===== config.mk =====
export PLATFORM = sky130hd
export DESIGN_NAME = amc_front
export DESIGN_NICKNAME = d
export VERILOG_FILES = /design/src/hdl/amc_pkg.sv /design/src/hdl/amc_div.sv /design/src/hdl/amc_front.sv
export SDC_FILE = /design/constraint.sdc
export NUM_CORES = 1
export LEC_CHECK = 0
export BUFFER_PORTS_ARGS = -buffer_cell sky130_fd_sc_hd__buf_2
export CAP_MARGIN = 10
export CORE_MARGIN = 3
export CORE_UTILIZATION = 50
export CTS_BUF_LIST = sky130_fd_sc_hd__clkbuf_4 sky130_fd_sc_hd__clkbuf_8
export CTS_CLUSTER_DIAMETER = 100
export DETAILED_ROUTE_END_ITERATION = 10
export GPL_TIMING_DRIVEN = 0
export HOLD_SLACK_MARGIN = 0.1
export PLACE_DENSITY = 0.72
export SYNTH_ARGS = -nofsm -noshare
export SYNTH_HDL_FRONTEND = slang
export SYNTH_SLANG_ARGS = --single-unit

===== constraint.sdc =====
create_clock -name clk_i -period 52.2 [get_ports clk_i]
set_clock_uncertainty 0.05 [all_clocks]
set_input_delay 0 -clock clk_i [delete_from_list [all_inputs] [get_ports clk_i]]
set_output_delay 0 -clock clk_i [all_outputs]
set_load 0.005 [all_outputs]

===== src/hdl/amc_pkg.sv =====
`default_nettype none

package amc_pkg;

  // Restoring divider: 18-bit dividend, 9-bit divisor, one quotient bit per stage.
  localparam int DivNumW = 18;
  localparam int DivDenW = 9;

  // Queue between the classify front and the rescale back.
  localparam int QueueDepth = 4;
  localparam int QueuePtrW  = 2;
  localparam int QueueCntW  = 3;

  // Blend mode codes; codes above burn act as burn.
  typedef enum logic [3:0] {
    ModeMult     = 4'd0,
    ModeDarken   = 4'd1,
    ModeOverlay  = 4'd2,
    ModeDodge    = 4'd3,
    ModeLinBurn  = 4'd4,
    ModeLinDodge = 4'd5,
    ModeHardMix  = 4'd6,
    ModeSofter   = 4'd7,
    ModeSubtract = 4'd8,
    ModeBurn     = 4'd9
  } mode_e;

  // One classified pixel as handed from front to back.
  typedef struct packed {
    logic       bypass;
    logic       zero;
    logic [7:0] n;
    logic [7:0] d;
    logic [7:0] r;
    logic [7:0] g;
    logic [7:0] b;
  } amc_item_t;

  // Pixel data that travels beside the front divider.
  typedef struct packed {
    logic       ext;
    logic [7:0] d;
    logic [7:0] r;
    logic [7:0] g;
    logic [7:0] b;
    logic [7:0] nfast;
    logic       use_div;
    logic       inv;
  } amc_fside_t;

endpackage

`default_nettype wire


===== src/hdl/amc_div.sv =====
`default_nettype none

module amc_div
  import amc_pkg::*;
(
  input  logic               clk_i,
  input  logic               en_i,
  input  logic [DivNumW-1:0] num_i,
  input  logic [DivDenW-1:0] den_i,
  output logic [DivNumW-1:0] quo_o
);

  logic [DivNumW-1:0] num_q [DivNumW];
  logic [DivDenW-1:0] den_q [DivNumW];
  logic [DivDenW-1:0] rem_q [DivNumW];
  logic [DivNumW-1:0] quo_q [DivNumW];

  // Each stage brings down one dividend bit, MSB first, and settles one quotient bit.
  for (genvar k = 0; k < DivNumW; k++) begin : g_stage
    logic [DivNumW-1:0] num_in;
    logic [DivNumW-1:0] quo_in;
    logic [DivDenW-1:0] den_in;
    logic [DivDenW-1:0] rem_in;
    logic [DivDenW:0]   trial;
    logic               ge;

    if (k == 0) begin : g_first
      assign num_in = num_i;
      assign den_in = den_i;
      assign rem_in = '0;
      assign quo_in = '0;
    end else begin : g_next
      assign num_in = num_q[k-1];
      assign den_in = den_q[k-1];
      assign rem_in = rem_q[k-1];
      assign quo_in = quo_q[k-1];
    end

    assign trial = {rem_in, num_in[DivNumW-1-k]};
    assign ge    = (trial >= {1'b0, den_in});

    always_ff @(posedge clk_i) begin
      if (en_i) begin
        num_q[k] <= num_in;
        den_q[k] <= den_in;
        rem_q[k] <= ge ? DivDenW'(trial - {1'b0, den_in}) : trial[DivDenW-1:0];
        quo_q[k] <= {quo_in[DivNumW-2:0], ge};
      end
    end
  end

  assign quo_o = quo_q[DivNumW-1];

endmodule

`default_nettype wire


===== src/hdl/amc_front.sv =====
`default_nettype none

module amc_front
  import amc_pkg::*;
(
  input  logic       clk_i,
  input  logic       rst_ni,
  input  mode_e      mode_i,
  input  logic       in_valid_i,
  output logic       in_ready_o,
  input  logic       in_ext_i,
  input  logic [7:0] in_d_i,
  input  logic [7:0] in_r_i,
  input  logic [7:0] in_g_i,
  input  logic [7:0] in_b_i,
  input  logic [7:0] in_s_i,
  output amc_item_t  item_o,
  output logic       item_valid_o,
  input  logic       item_ready_i
);

  logic               en;
  logic               va_q;
  logic [DivNumW-1:0] vdiv_q;
  logic               ext_q;
  logic [7:0]         d_q, r_q, g_q, b_q, s_q;

  logic [7:0]         ma, mb, den, nfast, burn_x;
  logic               use_div, inv, dbl;
  logic [8:0]         sd_sum;
  logic [9:0]         pos, soft_v;
  logic [8:0]         neg;
  logic [15:0]        prod;
  logic [16:0]        num;
  logic [DivNumW-1:0] div_num;
  logic [DivNumW-1:0] quo;
  amc_fside_t         side_in;
  amc_fside_t         side_q [DivNumW];
  amc_fside_t         side_out;
  logic [7:0]         n;

  // The whole front advances together unless a finished beat waits on a full queue.
  assign en         = !vdiv_q[DivNumW-1] || item_ready_i;
  assign in_ready_o = en;

  always_ff @(posedge clk_i or negedge rst_ni) begin
    if (!rst_ni) begin
      va_q   <= 1'b0;
      vdiv_q <= '0;
    end else if (en) begin
      va_q   <= in_valid_i;
      vdiv_q <= {vdiv_q[DivNumW-2:0], va_q};
    end
  end

  always_ff @(posedge clk_i) begin
    if (en) begin
      ext_q <= in_ext_i;
      d_q   <= in_d_i;
      r_q   <= in_r_i;
      g_q   <= in_g_i;
      b_q   <= in_b_i;
      s_q   <= in_s_i;
    end
  end

  // Classify by mode: either a closed-form alpha or a rounded quotient num/den.
  assign sd_sum = {1'b0, s_q} + {1'b0, d_q};
  assign burn_x = 8'(sd_sum - 9'd255);
  assign pos    = {2'b00, d_q} + {1'b0, d_q, 1'b0};
  assign neg    = {~s_q, 1'b0};
  assign soft_v = pos - {1'b0, neg};

  always_comb begin
    ma      = '0;
    mb      = '0;
    den     = 8'd255;
    use_div = 1'b0;
    inv     = 1'b0;
    dbl     = 1'b0;
    nfast   = '0;
    case (mode_i)
      ModeMult: begin
        ma      = s_q;
        mb      = d_q;
        use_div = 1'b1;
      end
      ModeDarken: begin
        nfast = (s_q < d_q) ? s_q : d_q;
      end
      ModeOverlay: begin
        use_div = 1'b1;
        dbl     = 1'b1;
        if (d_q <= 8'd127) begin
          ma = s_q;
          mb = d_q;
        end else begin
          ma  = ~s_q;
          mb  = ~d_q;
          inv = 1'b1;
        end
      end
      ModeDodge: begin
        if (s_q == 8'd255) begin
          nfast = (d_q == 8'd0) ? 8'd0 : 8'd255;
        end else if (d_q >= ~s_q) begin
          nfast = 8'd255;
        end else begin
          ma      = d_q;
          mb      = 8'd255;
          den     = ~s_q;
          use_div = 1'b1;
        end
      end
      ModeLinBurn: begin
        nfast = sd_sum[8] ? burn_x : 8'd0;
      end
      ModeLinDodge: begin
        if (d_q == 8'd0) begin
          nfast = 8'd0;
        end else begin
          nfast = sd_sum[8] ? 8'd255 : sd_sum[7:0];
        end
      end
      ModeHardMix: begin
        nfast = sd_sum[8] ? 8'd255 : 8'd0;
      end
      ModeSofter: begin
        if (pos <= {1'b0, neg}) begin
          nfast = 8'd0;
        end else begin
          nfast = (soft_v > 10'd255) ? 8'd255 : soft_v[7:0];
        end
      end
      ModeSubtract: begin
        nfast = (d_q > s_q) ? 8'(d_q - s_q) : 8'd0;
      end
      default: begin
        if (d_q == 8'd255) begin
          nfast = 8'd255;
        end else if (s_q == 8'd0) begin
          nfast = 8'd0;
        end else if (~d_q >= s_q) begin
          nfast = 8'd0;
        end else begin
          ma      = burn_x;
          mb      = 8'd255;
          den     = s_q;
          use_div = 1'b1;
        end
      end
    endcase
  end

  // Round half up: floor((2*num + den) / (2*den)).
  assign prod    = ma * mb;
  assign num     = dbl ? {prod, 1'b0} : {1'b0, prod};
  assign div_num = {num, 1'b0} + {10'd0, den};

  amc_div u_div (
    .clk_i (clk_i),
    .en_i  (en),
    .num_i (div_num),
    .den_i ({den, 1'b0}),
    .quo_o (quo)
  );

  // Pixel data rides beside the divider stages.
  assign side_in = '{ext: ext_q, d: d_q, r: r_q, g: g_q, b: b_q,
                     nfast: nfast, use_div: use_div, inv: inv};

  always_ff @(posedge clk_i) begin
    if (en) begin
      side_q[0] <= side_in;
      for (int k = 1; k < DivNumW; k++) begin
        side_q[k] <= side_q[k-1];
      end
    end
  end

  // Final alpha and the pass-through and zero decisions.
  assign side_out = side_q[DivNumW-1];
  assign n = side_out.use_div ? (side_out.inv ? ~quo[7:0] : quo[7:0]) : side_out.nfast;

  assign item_o = '{bypass: (!side_out.ext || side_out.d == 8'd0 || n == side_out.d),
                    zero: (n == 8'd0), n: n, d: side_out.d,
                    r: side_out.r, g: side_out.g, b: side_out.b};
  assign item_valid_o = vdiv_q[DivNumW-1];

endmodule

`default_nettype wire


# Word level (Yosys, flattened, before mapping)
# Memory sizes are Yosys's and may differ from the RTL's.
# Index checks and enable logic that the tools add are counted.
dict set report word_totals {
  register_bits 60
  latch_bits 0
  ram_bits 1746
  mem_bits_ro 0
  word_cells 155
  mem_count 5
}
dict set report op_classes {
  addsub 24
  multipliers 1
  div 0
  order_cmp 25
  n_eq_ne 11
  shifts 0
  muxes 65
  bitwise_logic 3
  n_reduce_logical 13
}
# name depth width rd rd_ports_with_merged_regs wr line_no
set mem_list {}
lappend mem_list {side_q 18 43 18 0 18 amc_front.sv:38} ;# amc_fside_t side_q [DivNumW];
lappend mem_list {u_div.num_q 18 18 17 0 18 amc_div.sv:13} ;# logic [DivNumW-1:0] num_q [DivNumW];
lappend mem_list {u_div.quo_q 18 18 18 0 18 amc_div.sv:16} ;# logic [DivNumW-1:0] quo_q [DivNumW];
lappend mem_list {u_div.den_q 18 9 17 0 18 amc_div.sv:14} ;# logic [DivDenW-1:0] den_q [DivNumW];
lappend mem_list {u_div.rem_q 18 9 17 0 18 amc_div.sv:15} ;# logic [DivDenW-1:0] rem_q [DivNumW];
# cell n
set op_table {}
lappend op_table {{8-bit 2-to-1 mux} 31}
lappend op_table {{10-bit by 9-bit greater-or-equal comparator with 1-bit output} 17}
lappend op_table {{9-bit 2-to-1 mux} 18}
lappend op_table {{9-bit subtractor} 17}
lappend op_table {{8-bit one-hot mux with 4 select lines} 2}
lappend op_table {{8-bit one-hot mux with 8 select lines} 1}
lappend op_table {{8-bit zero test} 4}
lappend op_table {{8-bit inverter} 3}
lappend op_table {{18-bit by 8-bit adder with 18-bit output} 1}
lappend op_table {{17-bit 2-to-1 mux} 1}
lappend op_table {{4-bit by 3-bit == test with 1-bit output, second input constant} 4}
lappend op_table {{8-bit == test, second input constant} 2}
lappend op_table {{8-bit greater-or-equal comparator} 2}
lappend op_table {{8-bit by 8-bit multiplier with 16-bit output} 1}
lappend op_table {{8-bit one-hot mux with 2 select lines} 1}
lappend op_table {{8-bit by 9-bit adder with 10-bit output} 1}
lappend op_table {{10-bit by 8-bit > comparator with 1-bit output, second input constant} 1}
lappend op_table {{10-bit by 9-bit <= comparator with 1-bit output} 1}
lappend op_table {{1-bit 2-to-1 mux} 10}
lappend op_table {{10-bit by 9-bit subtractor with 10-bit output} 1}
lappend op_table {{8-bit by 8-bit adder with 9-bit output} 1}
lappend op_table {{1-bit by 9-bit greater-or-equal comparator with 1-bit output} 1}
lappend op_table {{1-bit by 9-bit subtractor with 9-bit output} 1}
lappend op_table {{4-bit by 2-bit == test with 1-bit output, second input constant} 2}
lappend op_table {{other kinds (15)} 18}

# Logic depth before layout (Yosys ltp)
# Gate-level depths: netlist of the first run.
dict set report depth {
  depth_word 11
  mapped_depth 32
}

# Modules after synthesis
# From an unflattened synthesis of the first run, not the netlist that was laid out.
dict set report hier_totals {
  cells_unflattened 3533
  hier_area_um2 58959.0
}
# mod instances cells_each area_per_inst_um2 seq_area_each_um2
set modules_own_cells {}
lappend modules_own_cells {amc_front 1 1715 31328.8 24948.9}
lappend modules_own_cells {amc_div 1 1818 27630.2 18918.1}

# Worst setup path after synthesis of the first run
# Ideal clock, no wire load.
dict set report synth_path {
  path_type {reg-to-reg}
  start {register vdiv_q[17]}
  end {register vdiv_q[10]}
  setup_ps 201
  arrival_time_ps 39560
  required_ps 51949
  slack_ps 12389
  path_stages_with_launch 4
  n_path_buf 1
  path_cell_list {dfrtp_1 -> nand2b_1 -> clkbuf_1 -> mux2_2}
}
dict set report synth_via {
  elab_chain_cells 2
}
# element line_no
set synth_lines {}
lappend synth_lines {{start, declared} amc_front.sv:24} ;# logic [DivNumW-1:0] vdiv_q;
lappend synth_lines {{start signal, assigned} amc_front.sv:52} ;# vdiv_q <= {vdiv_q[DivNumW-2:0], va_q};
lappend synth_lines {{1-bit zero test} amc_front.sv:43} ;# assign en = !vdiv_q[DivNumW-1] || item_ready_i;
lappend synth_lines {{1-bit logical OR} amc_front.sv:43}
lappend synth_lines {{named net in_ready_o} amc_front.sv:10} ;# output logic in_ready_o,
# The timed path passes the listed nets, and every way through them passes these cells.
# A chain may end at the register's enable or synchronous reset.

==> summary.txt, run 1 <==
Outcome: complete, no violations
Average wire per cell in the routed design: 15.2 um
Full die area: 108000 um^2
Total congestion overflow: 0
Chip width: 329 um
Fin crit period: 9.56 ns
Slowest Stage Delay on Critical Path: 1.15 ns
Critical Path RT: 52.76 ns
Final #Nets: 3938
Achievable frequency: 0.105 GHz
Pin count of the biggest net entering global routing: 72
Placed instance area: 54800 um^2
ANT nets after route: 0
Crit Path Class: flip-flop to flip-flop
Post-synth EDFFs: 1276
Final-layout fill cell count: 7680
Dpl cells: 4675
Synth warn: 0
H-tree depth: 4
Cell Rows: 117
Post-Layout Cell Count: 5134
CP max FO: 10
DR iter-0 viols: 1352
Routability cong.: 0.863
IO buf count: 91
RSZ-0062 raised after global routing: no
Gate count of the mapped netlist: 3194
CTS buffer count: 198
Main synth FF type: edfxtp_1
Synthesized cell area: 52100 um^2
Routed vias/inst: 5.03
CTS tree: built
Final WL: 77800 um
Drt pass-1 iters: 6
Worst Max-Slew Pin Slew: 1.45 ns
Clk_lat worst skew: 0.84 ns
Dpl hpwl: 51700 um
Setup WS pre-CTS: 42.87 ns
Vias in the first global route: 26390
Sequential share of the synthesized area: 74.5%
Crit path DAT: 10.11 ns
Most common cell after layout, fill and taps aside: edfxtp_1
Max-slew violations: 0
DR vias: 25838
Buf+Inv Stages, Crit Path: 5
Area Growth Syn to Fin: 14.8%
Final Cell Area: 59800 um^2
Core Area: 103000 um^2
Slowest cell on crit path: a221oi_1
Clock Path Buffers: 3
# setup viols final: 0
Postcts setup bufs: 0
Syn avg cell area: 16.3 um^2
Crit path launch type: flip-flop
Max-Slew Margin vs Limit: 3.20%
Boundary pin count: 93
Height of the die: 329 um
Fin Setup TNS: 0 ns
Clock root buffer: clkbuf_8
DRC viols: 0
Number of synthesized register bits: 1295
Initial cell density of the core: 50.8%
Most frequent cells in the layout: edfxtp_1 (1276), inv_1 (276), ha_1 (226)
Fraction of registers with async set/reset: 1.47%
Reg clk slew, reported paths: 0.06 ns
Hold Crit Class: input port to async pin
Crit end category: flip-flop
Layout cells sized above 1: 14.4%
Initial antenna violation count: 1
Period utilization: 18.3%
Max-cap violation count: 0
Yosys cell types: 87
Tot GR Track Use: 14.7%
First-pass GRT wire length: 128000 um
Final worst slack: 42.64 ns
Delay-heaviest family, CP: compound AO/OA/AOI/OAI gates
Final hold vios: 0
CTS Sinks: 1295
## path summary, 6_finish.rpt
kind,from,to,slack [ns],depth (start not counted)
setup / recovery,d_q[1],u_div.num_q[0][16],42.64,30
hold / removal,rst_ni,va_q,0.30,3
setup reg to reg,d_q[1],u_div.num_q[0][16],42.64,30
hold reg to reg,side_q[1][8],side_q[2][8],0.32,0
max in group asynchronous,rst_ni,vdiv_q[13],51.25,3
min in group clk_i,side_q[1][8],side_q[2][8],0.32,0
## Yosys cell counts (32+ instances only)
master,n,area [um^2]
fa_1,57,1140
edfxtp_1,1276,38300
nand4_1,42,263
nor2_1,186,698
inv_1,276,1040
buf_4,32,240
xnor2_1,91,797
nand2b_1,51,319
a21oi_1,178,891
a21o_1,72,541
ha_1,226,2830
xor2_1,44,385
nand2_1,72,270
o21ai_0,110,551
nor2b_1,66,413
mux2_2,42,473
clkbuf_1,36,135
## worst reg2reg max path, delay by kind of cell, from the launching register on
kind                     cells  cell delay, ns
AO/OA/AOI/OAI               11            3.44
XOR/XNOR                     2            0.64
adder cells (fa/ha/maj)      7            2.80
buffers and inverters        5            0.80
flip-flops                   1            0.78
AND/OR/NAND/NOR              5            0.81
## stage by stage
step	util (%)	hold WS (ns)
2_1_floorplan	-	-0.346
3_3_place_gp	52.9	-0.0998
3_5_place_dp	53.4	-0.0936
4_1_cts	58.3	0.167
5_1_grt	58.3	0.267
6_report	58.3	0.298
## kinds of logic after synthesis
group	share of synthesized area, %
compound gates	6.21
xor+xnor	2.27
fa+ha+maj	7.62
buf+inv	2.76
flops	74.5
mux	1.03
other cells	0.00720
simple gates	5.65
## timing repair
action | 4_1_cts | 5_1_grt
resized for setup | 0 | 0
endpoints found under the hold margin | 145 | 0
hold buffers | 98 | 0
## sequential cells by signal (all words and copies together), names as in the netlist
register and count:
r_q 8, side_q 774, u_div.num_q 169, va_q 1, g_q 8, u_div.rem_q 137, u_div.den_q 119, s_q 8
d_q 8, b_q 8, ext_q 1, u_div.quo_q 36, vdiv_q 18
## layout make-up
class	count	area (um^2)	area share, %
antenna	1	2.50	0.00418
buffer	72	402	0.672
clock buffer	244	3080	5.14
clock inverter	115	922	1.54
inverter	277	1040	1.74
multi-input combinational	1552	11900	19.9
sequential	1295	38800	64.9
tap	1368	1710	2.86
timing repair buffer	210	1980	3.32
## routing by layer
metal,vias up,part of all wire [%],global-route usage (%)
li1,12747,-,-
met1,12342,41,16.9
met2,515,52,25.9
met3,234,4.2,3.31
met4,0,3.6,7.00
met5,-,0,0
Power of run 1 is left out: the tool's default activity adds up to more than one toggle a clock period on the data nets, which glitch-free logic cannot reach.
==> inputs of run 2 (changes only) <==
--- a/config.mk
+++ b/config.mk
@@ -14,7 +14,7 @@
 export DETAILED_ROUTE_END_ITERATION = 10
 export GPL_TIMING_DRIVEN = 0
 export HOLD_SLACK_MARGIN = 0.1
-export PLACE_DENSITY = 0.72
+export PLACE_DENSITY = 0.74
 export SYNTH_ARGS = -nofsm -noshare
 export SYNTH_HDL_FRONTEND = slang
 export SYNTH_SLANG_ARGS = --single-unit
==> constraint.sdc (replaced) <==
create_clock -name clk_i -period 8.35 [get_ports clk_i]
set_clock_uncertainty 0.05 [all_clocks]
set_input_delay 0 -clock clk_i [delete_from_list [all_inputs] [get_ports clk_i]]
set_output_delay 0 -clock clk_i [all_outputs]
set_load 0.005 [all_outputs]
==> run 2 against run 1 <==
Compared with the run above:
- largest cell class unchanged
- routed wire length increased by 3.1%
- non-clock buffer count increased by 33
- worst hold slack improved by 0.025 ns
- first-iteration DRC count increased by 30%
- cell area increased by 0.64%
- critical path depth decreased by 1
- clock-buffer cell count increased by 7
- sequential cell count unchanged
- register-to-register slack got worse by 42 ns
- via count increased by 1.3%
==> summary.txt, run 2 (synthesis results as in run 1) <==
Outcome: complete, no violations
Clock Path Buffers: 3
Layout cells sized above 1: 16.6%
# setup viols final: 0
Crit path DAT: 8.60 ns
Critical Path RT: 8.85 ns
Clock root buffer: clkbuf_8
Final WL: 80300 um
Vias in the first global route: 26655
Average wire per cell in the routed design: 15.5 um
Routed vias/inst: 5.06
Crit end category: flip-flop
FF-to-FF path depth: 29
Tot GR Track Use: 14.9%
Area Growth Syn to Fin: 15.5%
Core Area: 103000 um^2
Final core occ: 58.7%
Dpl hpwl: 51000 um
DR iter-0 viols: 1764
CP max FO: 8
Hold Crit Class: input port to async pin
Cell Rows: 117
Routability cong.: 0.867
CTS tree: built
Achievable frequency: 0.123 GHz
Slowest Stage Delay on Critical Path: 0.55 ns
Max-slew violations: 0
Boundary pin count: 93
Largest regs: side_q (774), u_div.num_q (169), u_div.rem_q (137)
Most flop-heavy register: side_q
Height of the die: 329 um
Largest register FFs: 774
CTS buffer count: 197
Crit path to: u_div.num_q[0][17]
Most frequent cells in the layout: edfxtp_1 (1276), inv_1 (272), ha_1 (220)
Max-cap violation count: 0
Crit path launch type: flip-flop
Crit. Startpoint: d_q[0]
Drt pass-1 iters: 5
Flop-to-flop setup slack: 0.25 ns
Launch point of the worst reg-to-reg path: d_q[0]
Clk_lat worst skew: 0.81 ns
Crit Path Class: flip-flop to flip-flop
Initial antenna violation count: 1
ANT nets after route: 0
Chip width: 329 um
Full die area: 108000 um^2
Reg clk slew, reported paths: 0.06 ns
Initial cell density of the core: 50.8%
FF-to-FF End: u_div.num_q[0][17]
Period utilization: 97.0%
Worst Max-Slew Pin Slew: 0.949 ns
IO buf count: 91
CTS Sinks: 1295
Most common cell after layout, fill and taps aside: edfxtp_1
Fin crit period: 8.10 ns
Slowest cell on crit path: fa_1
Final hold vios: 0
Pin count of the biggest net entering global routing: 188
Total congestion overflow: 0
Final #Nets: 3970
Max-Slew Margin vs Limit: 36.7%
First-pass GRT wire length: 129000 um
H-tree depth: 4
DRC viols: 0
DR vias: 26181
run 2: cell count changes in the layout (fill, tap and decap cells not counted), moves of 8 or more:
| cell | before | now |
|---|---|---|
| buf_16 | 19 | 7 |
| a221oi_4 | 0 | 8 |
| clkbuf_1 | 35 | 26 |
| buf_4 | 32 | 80 |
run 2: worst min path at each step:
stage,startpoint,end,cells past startpoint
finish,rst_ni,vdiv_q[2],3
global route,in_d_i[5],d_q[5],3
CTS,rst_ni,vdiv_q[0],3
detailed placement,rst_ni,va_q,1
global placement,rst_ni,va_q,1
floorplan,rst_ni,va_q,0
run 2: repair_timing:
action	in CTS	in global routing
gates cloned	0	0
hold endpoints to repair	136	0
setup buffers	28	20
gates resized for setup	37	47
hold buffers	99	0
pin swaps	10	9
endpoints found under the setup margin	9	5
run 2: stage by stage:
step | setup slack, ns | TNS (ns) | cell area (um^2) | hold WS [ns] | instances
3_3_place_gp | -0.991 | -4.80 | 54300 | -0.108 | 4655
6_report | 0.250 | 0 | 60200 | 0.322 | 5174
5_1_grt | -0.0870 | -0.200 | 60200 | 0.308 | 5174
2_1_floorplan | 0.825 | 0 | 52100 | -0.346 | 3196
3_5_place_dp | -1.05 | -4.81 | 54500 | -0.0850 | 4662
4_1_cts | 0.00341 | 0 | 59900 | 0.194 | 5155
run 2: area by class of cell:
cell class / instances / area (um^2)
inverters: 277 / 1050
fillers: 7479 / 42400
well taps: 1368 / 1710
clock inverters: 115 / 751
plain buffers: 69 / 423
multi-input cells: 1552 / 12300
repair buffers: 246 / 2020
diodes: 1 / 2.50
clock buffers: 251 / 3170
flip-flops and latches: 1295 / 38800
run 2: worst max-delay path, delay by kind of cell (launching register included):
family	cells	cell delay, ns
adders and majority gates	6	2.76
AOI/OAI and AO/OA	8	1.56
and+or+nand+nor	7	1.99
buffers and inverters	8	0.98
DFF	1	0.47
run 2: routing by layer:
| metal | vias up | global-route usage (%) | routed length, um |
|---|---|---|---|
| li1 | 12809 | - | - |
| met1 | 12580 | 17.2 | 32500 |
| met2 | 581 | 26.4 | 41500 |
| met3 | 211 | 3.24 | 3380 |
| met4 | 0 | 7.10 | 2870 |
| met5 | - | 0 | 0 |
Power of run 2 is left out for the same reason.
